File: src/hw/rtl/iprc_pkg.sv
// Shared types, constants and functions for the IPv4 prefix rule classifier.
package iprc_pkg;

    localparam int RULE_SLOTS = 16;
    localparam int SLOT_W     = (RULE_SLOTS > 1) ? $clog2(RULE_SLOTS) : 1;

    localparam int ADDR_W     = 32;
    localparam int PREFIX_W   = 6;
    localparam int DIR_W      = 2;
    localparam int ACT_W      = 19;
    localparam int FLAGS_W    = 11;
    localparam int SLOT_IN_W  = 4;
    localparam int IN_DATA_W  = 144;
    localparam int OUT_DATA_W = 16;

    // Bit offsets of the input fields inside the slave tdata word.
    localparam int IN_SLOT_LSB   = 0;
    localparam int IN_EN_LSB     = 4;
    localparam int IN_ADDR_LSB   = 5;
    localparam int IN_PREFIX_LSB = 37;
    localparam int IN_DIR_LSB    = 43;
    localparam int IN_ACT_LSB    = 45;
    localparam int IN_SRC_LSB    = 64;
    localparam int IN_DST_LSB    = 96;
    localparam int IN_FLAGS_LSB  = 128;

    // Direction codes.
    localparam logic [DIR_W-1:0] DIR_EITHER = 2'd0;
    localparam logic [DIR_W-1:0] DIR_SRC    = 2'd1;
    localparam logic [DIR_W-1:0] DIR_DST    = 2'd2;

    // Per-feature action codes.
    localparam logic [1:0] ACT_ON  = 2'd1;
    localparam logic [1:0] ACT_OFF = 2'd2;

    // Quality-score run codes.
    localparam logic [2:0] MOS_A   = 3'd1;
    localparam logic [2:0] MOS_B   = 3'd2;
    localparam logic [2:0] MOS_AB  = 3'd3;
    localparam logic [2:0] MOS_OFF = 3'd4;

    // Flag bit positions.
    localparam logic [3:0] BIT_RTP    = 4'd0;
    localparam logic [3:0] BIT_RTPHDR = 4'd1;
    localparam logic [3:0] BIT_SIP    = 4'd2;
    localparam logic [3:0] BIT_REG    = 4'd3;
    localparam logic [3:0] BIT_WAV    = 4'd4;
    localparam logic [3:0] BIT_GRAPH  = 4'd5;
    localparam logic [3:0] BIT_SKIP   = 4'd6;
    localparam logic [3:0] BIT_SCRIPT = 4'd7;
    localparam logic [3:0] BIT_MOSA   = 4'd8;
    localparam logic [3:0] BIT_MOSB   = 4'd9;
    localparam logic [3:0] BIT_HIDE   = 4'd10;

    // Flag bit driven by each 2-bit action code, in field order.
    localparam logic [3:0] CODE_TARGET [8] = '{
        BIT_RTP, BIT_SIP, BIT_REG, BIT_GRAPH,
        BIT_WAV, BIT_SKIP, BIT_SCRIPT, BIT_HIDE
    };

    typedef struct packed {
        logic [ACT_W-1:0]    actions;
        logic [DIR_W-1:0]    dir;
        logic [PREFIX_W-1:0] prefix;
        logic [ADDR_W-1:0]   addr;
    } t_rule;

    typedef struct packed {
        logic              load;      // input transfer taken this cycle
        logic              rd;        // read rule memory at idx
        logic              take;      // capture the hit at idx as the result
        logic              out_load;  // move the result into the output register
        logic [SLOT_W-1:0] idx;
    } t_cmd;

    typedef struct packed {
        logic in_classify;  // mode of the item offered on the input
        logic hit;          // rule read last cycle is valid and matches
        logic out_free;     // output register can take a result now
    } t_status;

    function automatic logic [ADDR_W-1:0] prefix_mask(input logic [PREFIX_W-1:0] len);
        logic [ADDR_W-1:0] m;
        if (len >= PREFIX_W'(ADDR_W)) begin
            m = {ADDR_W{1'b1}};
        end else begin
            m = ~({ADDR_W{1'b1}} >> len);
        end
        return m;
    endfunction

    function automatic logic [FLAGS_W-1:0] apply_actions(input logic [FLAGS_W-1:0] flags,
                                                         input logic [ACT_W-1:0]   act);
        logic [FLAGS_W-1:0] f;
        logic [1:0]         code;
        logic [2:0]         mos;
        f   = flags;
        mos = act[18:16];
        for (int i = 0; i < 8; i++) begin
            code = act[2*i +: 2];
            if (code == ACT_ON) begin
                f[CODE_TARGET[i]] = 1'b1;
            end else if (code == ACT_OFF) begin
                f[CODE_TARGET[i]] = 1'b0;
                // Turning rtp off also drops the header-only capture.
                if (i == 0) begin
                    f[BIT_RTPHDR] = 1'b0;
                end
            end
        end
        // Score runs come last; runs A, B and AB also force recording on.
        case (mos)
            MOS_A: begin
                f[BIT_MOSA] = 1'b1;
                f[BIT_WAV]  = 1'b1;
            end
            MOS_B: begin
                f[BIT_MOSB] = 1'b1;
                f[BIT_WAV]  = 1'b1;
            end
            MOS_AB: begin
                f[BIT_MOSA] = 1'b1;
                f[BIT_MOSB] = 1'b1;
                f[BIT_WAV]  = 1'b1;
            end
            MOS_OFF: begin
                f[BIT_MOSA] = 1'b0;
                f[BIT_MOSB] = 1'b0;
            end
            default: begin
            end
        endcase
        return f;
    endfunction

endpackage

File: src/hw/rtl/ip_prefix_rule_classifier.sv
// Top level of the IPv4 first-match prefix rule classifier.
//
// One input stream carries both rule writes and classify requests; tuser selects
// the kind (0 writes the rule in tdata into its slot, 1 classifies the addresses
// and flags in tdata). Every input transfer yields exactly one output transfer:
// matched, match_slot and flags_out packed in tdata. A write answers all zero.
// Rules are kept in a 16-entry memory with one read port, and the sequencer
// walks slots from 0 upward, reading then testing each slot, stopping at
// the first valid matching slot. Input ready returns in the cycle after the
// result is handed to the output register, so a new item is taken only once
// the last item's result has moved into that register.
// The output register holds a finished result while the receiver stalls, and
// the next input transfer is taken meanwhile; that item then waits for the
// register before its own result moves in.
// Synchronous reset clears all valid bits, so no rule matches until written;
// it also empties the output register.
module ip_prefix_rule_classifier
    import iprc_pkg::*;
(
    input  logic                  i_clk,
    input  logic                  i_rst_n,
    input  logic                  i_s_axis_tvalid,
    output logic                  o_s_axis_tready,
    // slot[3:0], rule_enable[4], rule_addr[36:5], rule_prefix_len[42:37],
    // rule_direction[44:43], rule_actions[63:45], src_addr[95:64],
    // dst_addr[127:96], flags_in[138:128], zero fill[143:139]
    input  logic [IN_DATA_W-1:0]  i_s_axis_tdata,
    // mode[0]
    input  logic                  i_s_axis_tuser,
    output logic                  o_m_axis_tvalid,
    input  logic                  i_m_axis_tready,
    // matched[0], match_slot[4:1], flags_out[15:5]
    output logic [OUT_DATA_W-1:0] o_m_axis_tdata
);

    t_cmd    cmd;
    t_status st;

    iprc_ctrl u_ctrl (
        .i_clk           (i_clk),
        .i_rst_n         (i_rst_n),
        .i_s_axis_tvalid (i_s_axis_tvalid),
        .o_s_axis_tready (o_s_axis_tready),
        .i_st            (st),
        .o_cmd           (cmd)
    );

    iprc_dp u_dp (
        .i_clk           (i_clk),
        .i_rst_n         (i_rst_n),
        .i_cmd           (cmd),
        .o_st            (st),
        .i_s_axis_tdata  (i_s_axis_tdata),
        .i_s_axis_tuser  (i_s_axis_tuser),
        .i_m_axis_tready (i_m_axis_tready),
        .o_m_axis_tvalid (o_m_axis_tvalid),
        .o_m_axis_tdata  (o_m_axis_tdata)
    );

endmodule

File: src/hw/rtl/iprc_ctrl.sv
// Sequencer that walks the rule slots in priority order for each classify transfer.
module iprc_ctrl
    import iprc_pkg::*;
(
    input  logic    i_clk,
    input  logic    i_rst_n,
    input  logic    i_s_axis_tvalid,
    output logic    o_s_axis_tready,
    input  t_status i_st,
    output t_cmd    o_cmd
);

    typedef enum logic [1:0] {
        S_IDLE,
        S_READ,
        S_TEST,
        S_DONE
    } t_state;

    t_state            r_state, n_state;
    logic [SLOT_W-1:0] r_idx, n_idx;

    always_comb begin
        n_state        = r_state;
        n_idx          = r_idx;
        o_cmd          = '0;
        o_cmd.idx      = r_idx;
        o_s_axis_tready = 1'b0;
        case (r_state)
            S_IDLE: begin
                o_s_axis_tready = 1'b1;
                if (i_s_axis_tvalid) begin
                    o_cmd.load = 1'b1;
                    n_idx      = '0;
                    // A rule write is done at the transfer itself.
                    n_state    = i_st.in_classify ? S_READ : S_DONE;
                end
            end
            S_READ: begin
                o_cmd.rd = 1'b1;
                n_state  = S_TEST;
            end
            S_TEST: begin
                if (i_st.hit) begin
                    o_cmd.take = 1'b1;
                    n_state    = S_DONE;
                end else if (r_idx == SLOT_W'(RULE_SLOTS - 1)) begin
                    n_state = S_DONE;
                end else begin
                    n_idx   = r_idx + 1'b1;
                    n_state = S_READ;
                end
            end
            S_DONE: begin
                if (i_st.out_free) begin
                    o_cmd.out_load = 1'b1;
                    n_state        = S_IDLE;
                end
            end
            default: begin
                n_state = S_IDLE;
            end
        endcase
    end

    always_ff @(posedge i_clk) begin
        if (!i_rst_n) begin
            r_state <= S_IDLE;
            r_idx   <= '0;
        end else begin
            r_state <= n_state;
            r_idx   <= n_idx;
        end
    end

    a_take_then_done: assert property (@(posedge i_clk) disable iff (!i_rst_n)
        o_cmd.take |=> (r_state == S_DONE))
        else $error("hit capture not followed by result hand-off");

    a_read_then_test: assert property (@(posedge i_clk) disable iff (!i_rst_n)
        (r_state == S_READ) |=> (r_state == S_TEST) && $stable(r_idx))
        else $error("slot index moved between memory read and test");

    a_load_leaves_idle: assert property (@(posedge i_clk) disable iff (!i_rst_n)
        o_cmd.load |=> (r_state != S_IDLE))
        else $error("input transfer taken without starting its item");

endmodule

File: src/hw/rtl/iprc_dp.sv
// Rule memory, valid bits, match logic, flag update and output register.
module iprc_dp
    import iprc_pkg::*;
(
    input  logic                  i_clk,
    input  logic                  i_rst_n,
    input  t_cmd                  i_cmd,
    output t_status               o_st,
    input  logic [IN_DATA_W-1:0]  i_s_axis_tdata,
    input  logic                  i_s_axis_tuser,
    input  logic                  i_m_axis_tready,
    output logic                  o_m_axis_tvalid,
    output logic [OUT_DATA_W-1:0] o_m_axis_tdata
);

    t_rule                  r_mem [RULE_SLOTS];
    logic [RULE_SLOTS-1:0]  r_valid;

    t_rule                  r_rd;
    logic                   r_rd_vld;

    logic [ADDR_W-1:0]      r_src, r_dst;
    logic [FLAGS_W-1:0]     r_flags;

    logic                   r_res_matched;
    logic [SLOT_IN_W-1:0]   r_res_slot;
    logic [FLAGS_W-1:0]     r_res_flags;

    logic                   r_out_valid;
    logic [OUT_DATA_W-1:0]  r_out_data;

    t_rule                  in_rule;
    logic [SLOT_IN_W-1:0]   in_slot;
    logic                   in_enable;
    logic                   wr_en;
    logic [ADDR_W-1:0]      mask;
    logic                   s_ok, d_ok, dir_ok;

    assign in_slot         = i_s_axis_tdata[IN_SLOT_LSB +: SLOT_IN_W];
    assign in_enable       = i_s_axis_tdata[IN_EN_LSB];
    assign in_rule.addr    = i_s_axis_tdata[IN_ADDR_LSB +: ADDR_W];
    assign in_rule.prefix  = i_s_axis_tdata[IN_PREFIX_LSB +: PREFIX_W];
    assign in_rule.dir     = i_s_axis_tdata[IN_DIR_LSB +: DIR_W];
    assign in_rule.actions = i_s_axis_tdata[IN_ACT_LSB +: ACT_W];

    // Slots beyond the table are dropped.
    assign wr_en = i_cmd.load && !i_s_axis_tuser && (int'(in_slot) < RULE_SLOTS);

    always_ff @(posedge i_clk) begin
        if (wr_en) begin
            r_mem[SLOT_W'(in_slot)] <= in_rule;
        end
        if (i_cmd.rd) begin
            r_rd <= r_mem[i_cmd.idx];
        end
    end

    always_ff @(posedge i_clk) begin
        if (!i_rst_n) begin
            r_valid  <= '0;
            r_rd_vld <= 1'b0;
        end else begin
            if (wr_en) begin
                r_valid[SLOT_W'(in_slot)] <= in_enable;
            end
            if (i_cmd.rd) begin
                r_rd_vld <= r_valid[i_cmd.idx];
            end
        end
    end

    assign mask = prefix_mask(r_rd.prefix);
    assign s_ok = ((r_src & mask) == (r_rd.addr & mask));
    assign d_ok = ((r_dst & mask) == (r_rd.addr & mask));

    always_comb begin
        case (r_rd.dir)
            DIR_EITHER: dir_ok = s_ok || d_ok;
            DIR_SRC:    dir_ok = s_ok;
            DIR_DST:    dir_ok = d_ok;
            default:    dir_ok = 1'b0;
        endcase
    end

    assign o_st.in_classify = i_s_axis_tuser;
    assign o_st.hit         = r_rd_vld && dir_ok;
    assign o_st.out_free    = !r_out_valid || i_m_axis_tready;

    // Result registers: preset to the no-match answer, overwritten on a hit.
    always_ff @(posedge i_clk) begin
        if (i_cmd.load) begin
            r_src         <= i_s_axis_tdata[IN_SRC_LSB +: ADDR_W];
            r_dst         <= i_s_axis_tdata[IN_DST_LSB +: ADDR_W];
            r_flags       <= i_s_axis_tdata[IN_FLAGS_LSB +: FLAGS_W];
            r_res_matched <= 1'b0;
            r_res_slot    <= '0;
            r_res_flags   <= i_s_axis_tuser ? i_s_axis_tdata[IN_FLAGS_LSB +: FLAGS_W]
                                            : '0;
        end else if (i_cmd.take) begin
            r_res_matched <= 1'b1;
            r_res_slot    <= SLOT_IN_W'(i_cmd.idx);
            r_res_flags   <= apply_actions(r_flags, r_rd.actions);
        end
    end

    always_ff @(posedge i_clk) begin
        if (!i_rst_n) begin
            r_out_valid <= 1'b0;
        end else if (i_cmd.out_load) begin
            r_out_valid <= 1'b1;
        end else if (i_m_axis_tready) begin
            r_out_valid <= 1'b0;
        end
    end

    always_ff @(posedge i_clk) begin
        if (i_cmd.out_load) begin
            r_out_data <= {r_res_flags, r_res_slot, r_res_matched};
        end
    end

    assign o_m_axis_tvalid = r_out_valid;
    assign o_m_axis_tdata  = r_out_data;

    a_no_overwrite: assert property (@(posedge i_clk) disable iff (!i_rst_n)
        i_cmd.out_load |-> (!r_out_valid || i_m_axis_tready))
        else $error("pending result overwritten");

    a_take_on_hit: assert property (@(posedge i_clk) disable iff (!i_rst_n)
        i_cmd.take |-> o_st.hit)
        else $error("result captured without a matching valid rule");

    a_miss_slot_zero: assert property (@(posedge i_clk) disable iff (!i_rst_n)
        (r_out_valid && !r_out_data[0]) |-> (r_out_data[SLOT_IN_W:1] == '0))
        else $error("miss result carries a nonzero slot");

endmodule

File: config.mk
export PLATFORM = sky130hd
export DESIGN_NAME = ip_prefix_rule_classifier
export DESIGN_NICKNAME = d
export VERILOG_FILES = /design/src/hw/rtl/iprc_pkg.sv /design/src/hw/rtl/ip_prefix_rule_classifier.sv /design/src/hw/rtl/iprc_ctrl.sv /design/src/hw/rtl/iprc_dp.sv
export SDC_FILE = /design/constraint.sdc
export NUM_CORES = 1
export LEC_CHECK = 0
export BUFFER_PORTS_ARGS = -buffer_cell sky130_fd_sc_hd__buf_2
export CAP_MARGIN = 20
export CORE_ASPECT_RATIO = 1.4
export CORE_MARGIN = 5
export CORE_UTILIZATION = 55
export DETAILED_ROUTE_END_ITERATION = 10
export PLACE_DENSITY = 0.72
export SLEW_MARGIN = 30
export SYNTH_ARGS = -nofsm -noshare
export SYNTH_HDL_FRONTEND = slang
export SYNTH_SLANG_ARGS = --single-unit
File: constraint.sdc
create_clock -name i_clk -period 9.2 [get_ports i_clk]
set_clock_uncertainty 0.1 [all_clocks]
set_input_delay 0.46 -clock i_clk [delete_from_list [all_inputs] [get_ports i_clk]]
set_output_delay 0.46 -clock i_clk [all_outputs]
set_load 0.05 [all_outputs]
==> reports/results.ini <==
[die]
initial_core_util_pct=55.5
die_h_um=342
rows=121
die_x_um=247
die-area_um2=84400
num_io_pins=167
core_um2=78000

[job]
maxCapViolCount=0

[sta]
tns_ns=0
hold_viol_final=0
setup_viol=0
final_max_slew_viol_count=0
fin_crit_sh_pct=49.4
finalCriticalPeriod_ns=4.54
rsz0062_at_grt=no
max_freq_ghz=0.220
worstMarginPinSlew_ns=0.982
max_slew_margin_pct=34.5

[detailed_routing]
final_antenna_net_count=0
met2_length_mm=50.7
wire_per_inst_um=29.5
routed_wl_mm=98.4
highest_layer=met5
vias=20700
m1WireLength_mm=38.1
drc=0
drtIter0Drc=2106
wl_met3_mm=7.20
vias_per_cell=6.21
dr.pass1.iters=5

[clock_network]
clock_sinks=1134
cts_tree=yes
post-cts-setup-buffers=0
ctsHoldBuffers=75
h-tree-depth=3
cts-root-buf=clkbuf_16
cts_buffer_depth=3
cts_buffers=101
clk_transition_reported_paths_ns=0.06
clk_latency_ns=0.68
ctsResizeCount=0

[cells_and_area]
drive_gt1_share_pct=29.6
finish.instance_area_um2=49800
layout_commonest_cell=edfxtp_1
final_nets=2349
final_cell_mix=1105 x edfxtp_1, 300 x mux4_2, 161 x buf_2
area.growth.synth_to_final_pct=15.2

[synthesis]
yosys_warnings=0
synthFlopType=edfxtp_1
synth_area_per_cell_um2=22.7
synth_cell_types=59
synth_area_um2=43300
synth_edf_count=1105
ys_ff_latch=1134
async_reset_ff_share_pct=0
synth_fp_nets=2054
synth_area_leaders=edfxtp_1 77%, mux4_2 16%, dfxtp_1 1.3%
synthCells=1904
ys_seq_area_share_pct=78.0
synth.largest_area_cell=edfxtp_1
yosysTopAreaCellShare_pct=76.7

[critical_path]
worst_ep_arrival_time_ns=5.00
path_buf_inv=2
path_cells=nor2_1 > nand2_1 > or4_1 > nor3_2 > buf_4 > buf_4 > mux2i_1 > nor2b_1
crit_path_end_kind=register
slowest_delay_ns=0.85
critPathTopFamily=simple AND/OR/NAND/NOR gates
start_kind=register
required_ns=9.66
crit_top_cell=buf_4
crit_fanout=39
crit_type=reg -> reg
critPathSlowestCell=or4_1

[grt]
grt_max_degree=117
grt_pass1_vias=21600
grtUsageTotal_pct=23.5
antenna_found_initial=15
grt_pass1_wl_mm=145
overflow=0

[placement]
placed_area_um2=45600
dp_hpwl_mm=52.9
gp_congestion=0.896
portBuffers=161

[worst_hold_path]
hp-class=in -> reg

[power]
p_int_w=0.00850
p_clk_share_pct=39.8
power.leakage_nw=15.6
p_comb_share_pct=5.7
p_per_area_nw_per_um2=215
power.net_switching_w=0.00221
peakVddDrop_mv=0.168
swShare_pct=20.6
p_seq_share_pct=54.4

[outcome]
outcome=completed

final timing paths:
check / startpoint / end / slack [ns] / cells past startpoint
worst min register to register: u_dp.r_res_flags[5] / u_dp.o_m_axis_tdata[10] / 0.32 / 0
worst min-delay path: i_s_axis_tdata[62] / u_dp.r_mem[15][57] / 0.05 / 1
worst max-delay path: u_ctrl.r_state[0] / u_dp.r_valid[0] / 4.66 / 8
worst max register to register: u_ctrl.r_state[0] / u_dp.r_valid[0] / 4.66 / 8
state kept, by name, summed over array words and instances, names as in the netlist:
signal and count:
u_dp.r_mem 944, u_dp.r_rd 59, u_dp.r_dst 32, u_dp.r_src 32, u_dp.o_m_axis_tdata 16, u_dp.r_valid 16, u_dp.r_flags 11, u_dp.r_res_flags 11
u_ctrl.r_idx 4, u_dp.r_res_slot 4, u_ctrl.r_state 2, u_dp.o_m_axis_tvalid 1, u_dp.r_rd_vld 1, u_dp.r_res_matched 1
through the flow:
| step | util [%] | power [W] | instances | setup slack, ns | hold WS, ns |
|---|---|---|---|---|---|
| 3_5_place_dp | 58.5 | 0.00652 | 3062 | 4.60 | 0.306 |
| 4_1_cts | 63.8 | 0.0108 | 3324 | 4.59 | 0.00907 |
| 6_report | 63.9 | 0.0107 | 3336 | 4.66 | 0.0540 |
| 3_3_place_gp | 58.3 | 0.00651 | 3057 | 4.68 | 0.304 |
| 5_1_grt | 63.9 | 0.0111 | 3331 | 4.44 | 0.0419 |
| 2_1_floorplan | - | 0.00630 | 1904 | 2.44 | 0.300 |
cells by family after synthesis:
group | count (synthesis) | synth area share (%)
compound gates | 125 | 1.94
xor+xnor | 59 | 1.19
fa+ha+maj | 8 | 0.191
buf+inv | 107 | 0.954
flops | 1134 | 78.0
mux | 309 | 15.8
simple gates | 162 | 1.85
power by group through the flow:
stage               logic, W  clock network, W  registers, W
floorplan           0.000382                 0       0.00592
global placement    0.000568                 0       0.00594
detailed placement  0.000581                 0       0.00594
CTS                 0.000611           0.00434       0.00583
global route        0.000662           0.00455       0.00583
finish              0.000615           0.00427       0.00583
synthesized netlist by cell type (20+ instances only):
master    number
nand2_1       56
edfxtp_1    1105
a21oi_1       20
xnor2_1       31
o21ai_0       38
mux4_2       300
clkbuf_1      58
nor2_1        30
buf_1         27
dfxtp_1       29
xor2_1        28
area by class of cell:
| class | count | area (um^2) |
|---|---|---|
| flip-flops and latches | 1134 | 33800 |
| fillers | 4949 | 28100 |
| multi-input cells | 663 | 9200 |
| clock buffers | 133 | 2710 |
| repair buffers | 281 | 2090 |
| well taps | 1045 | 1310 |
| clock inverters | 54 | 648 |
| inverters | 18 | 72.6 |
| diodes | 8 | 20.0 |
worst register-to-register path, delay by kind of cell (launching register included):
family | cells | cell delay, ns
buffers and inverters | 2 | 1.25
flip-flops | 1 | 0.45
multiplexers | 1 | 0.27
AND/OR/NAND/NOR | 5 | 2.36
routing by layer:
layer  up-vias  track usage, %
li1       8639               -
met1     11000            32.7
met2       950            39.7
met3       136            3.57
met4         6            6.52
met5         -               0
(Power assumes the default switching activity.)
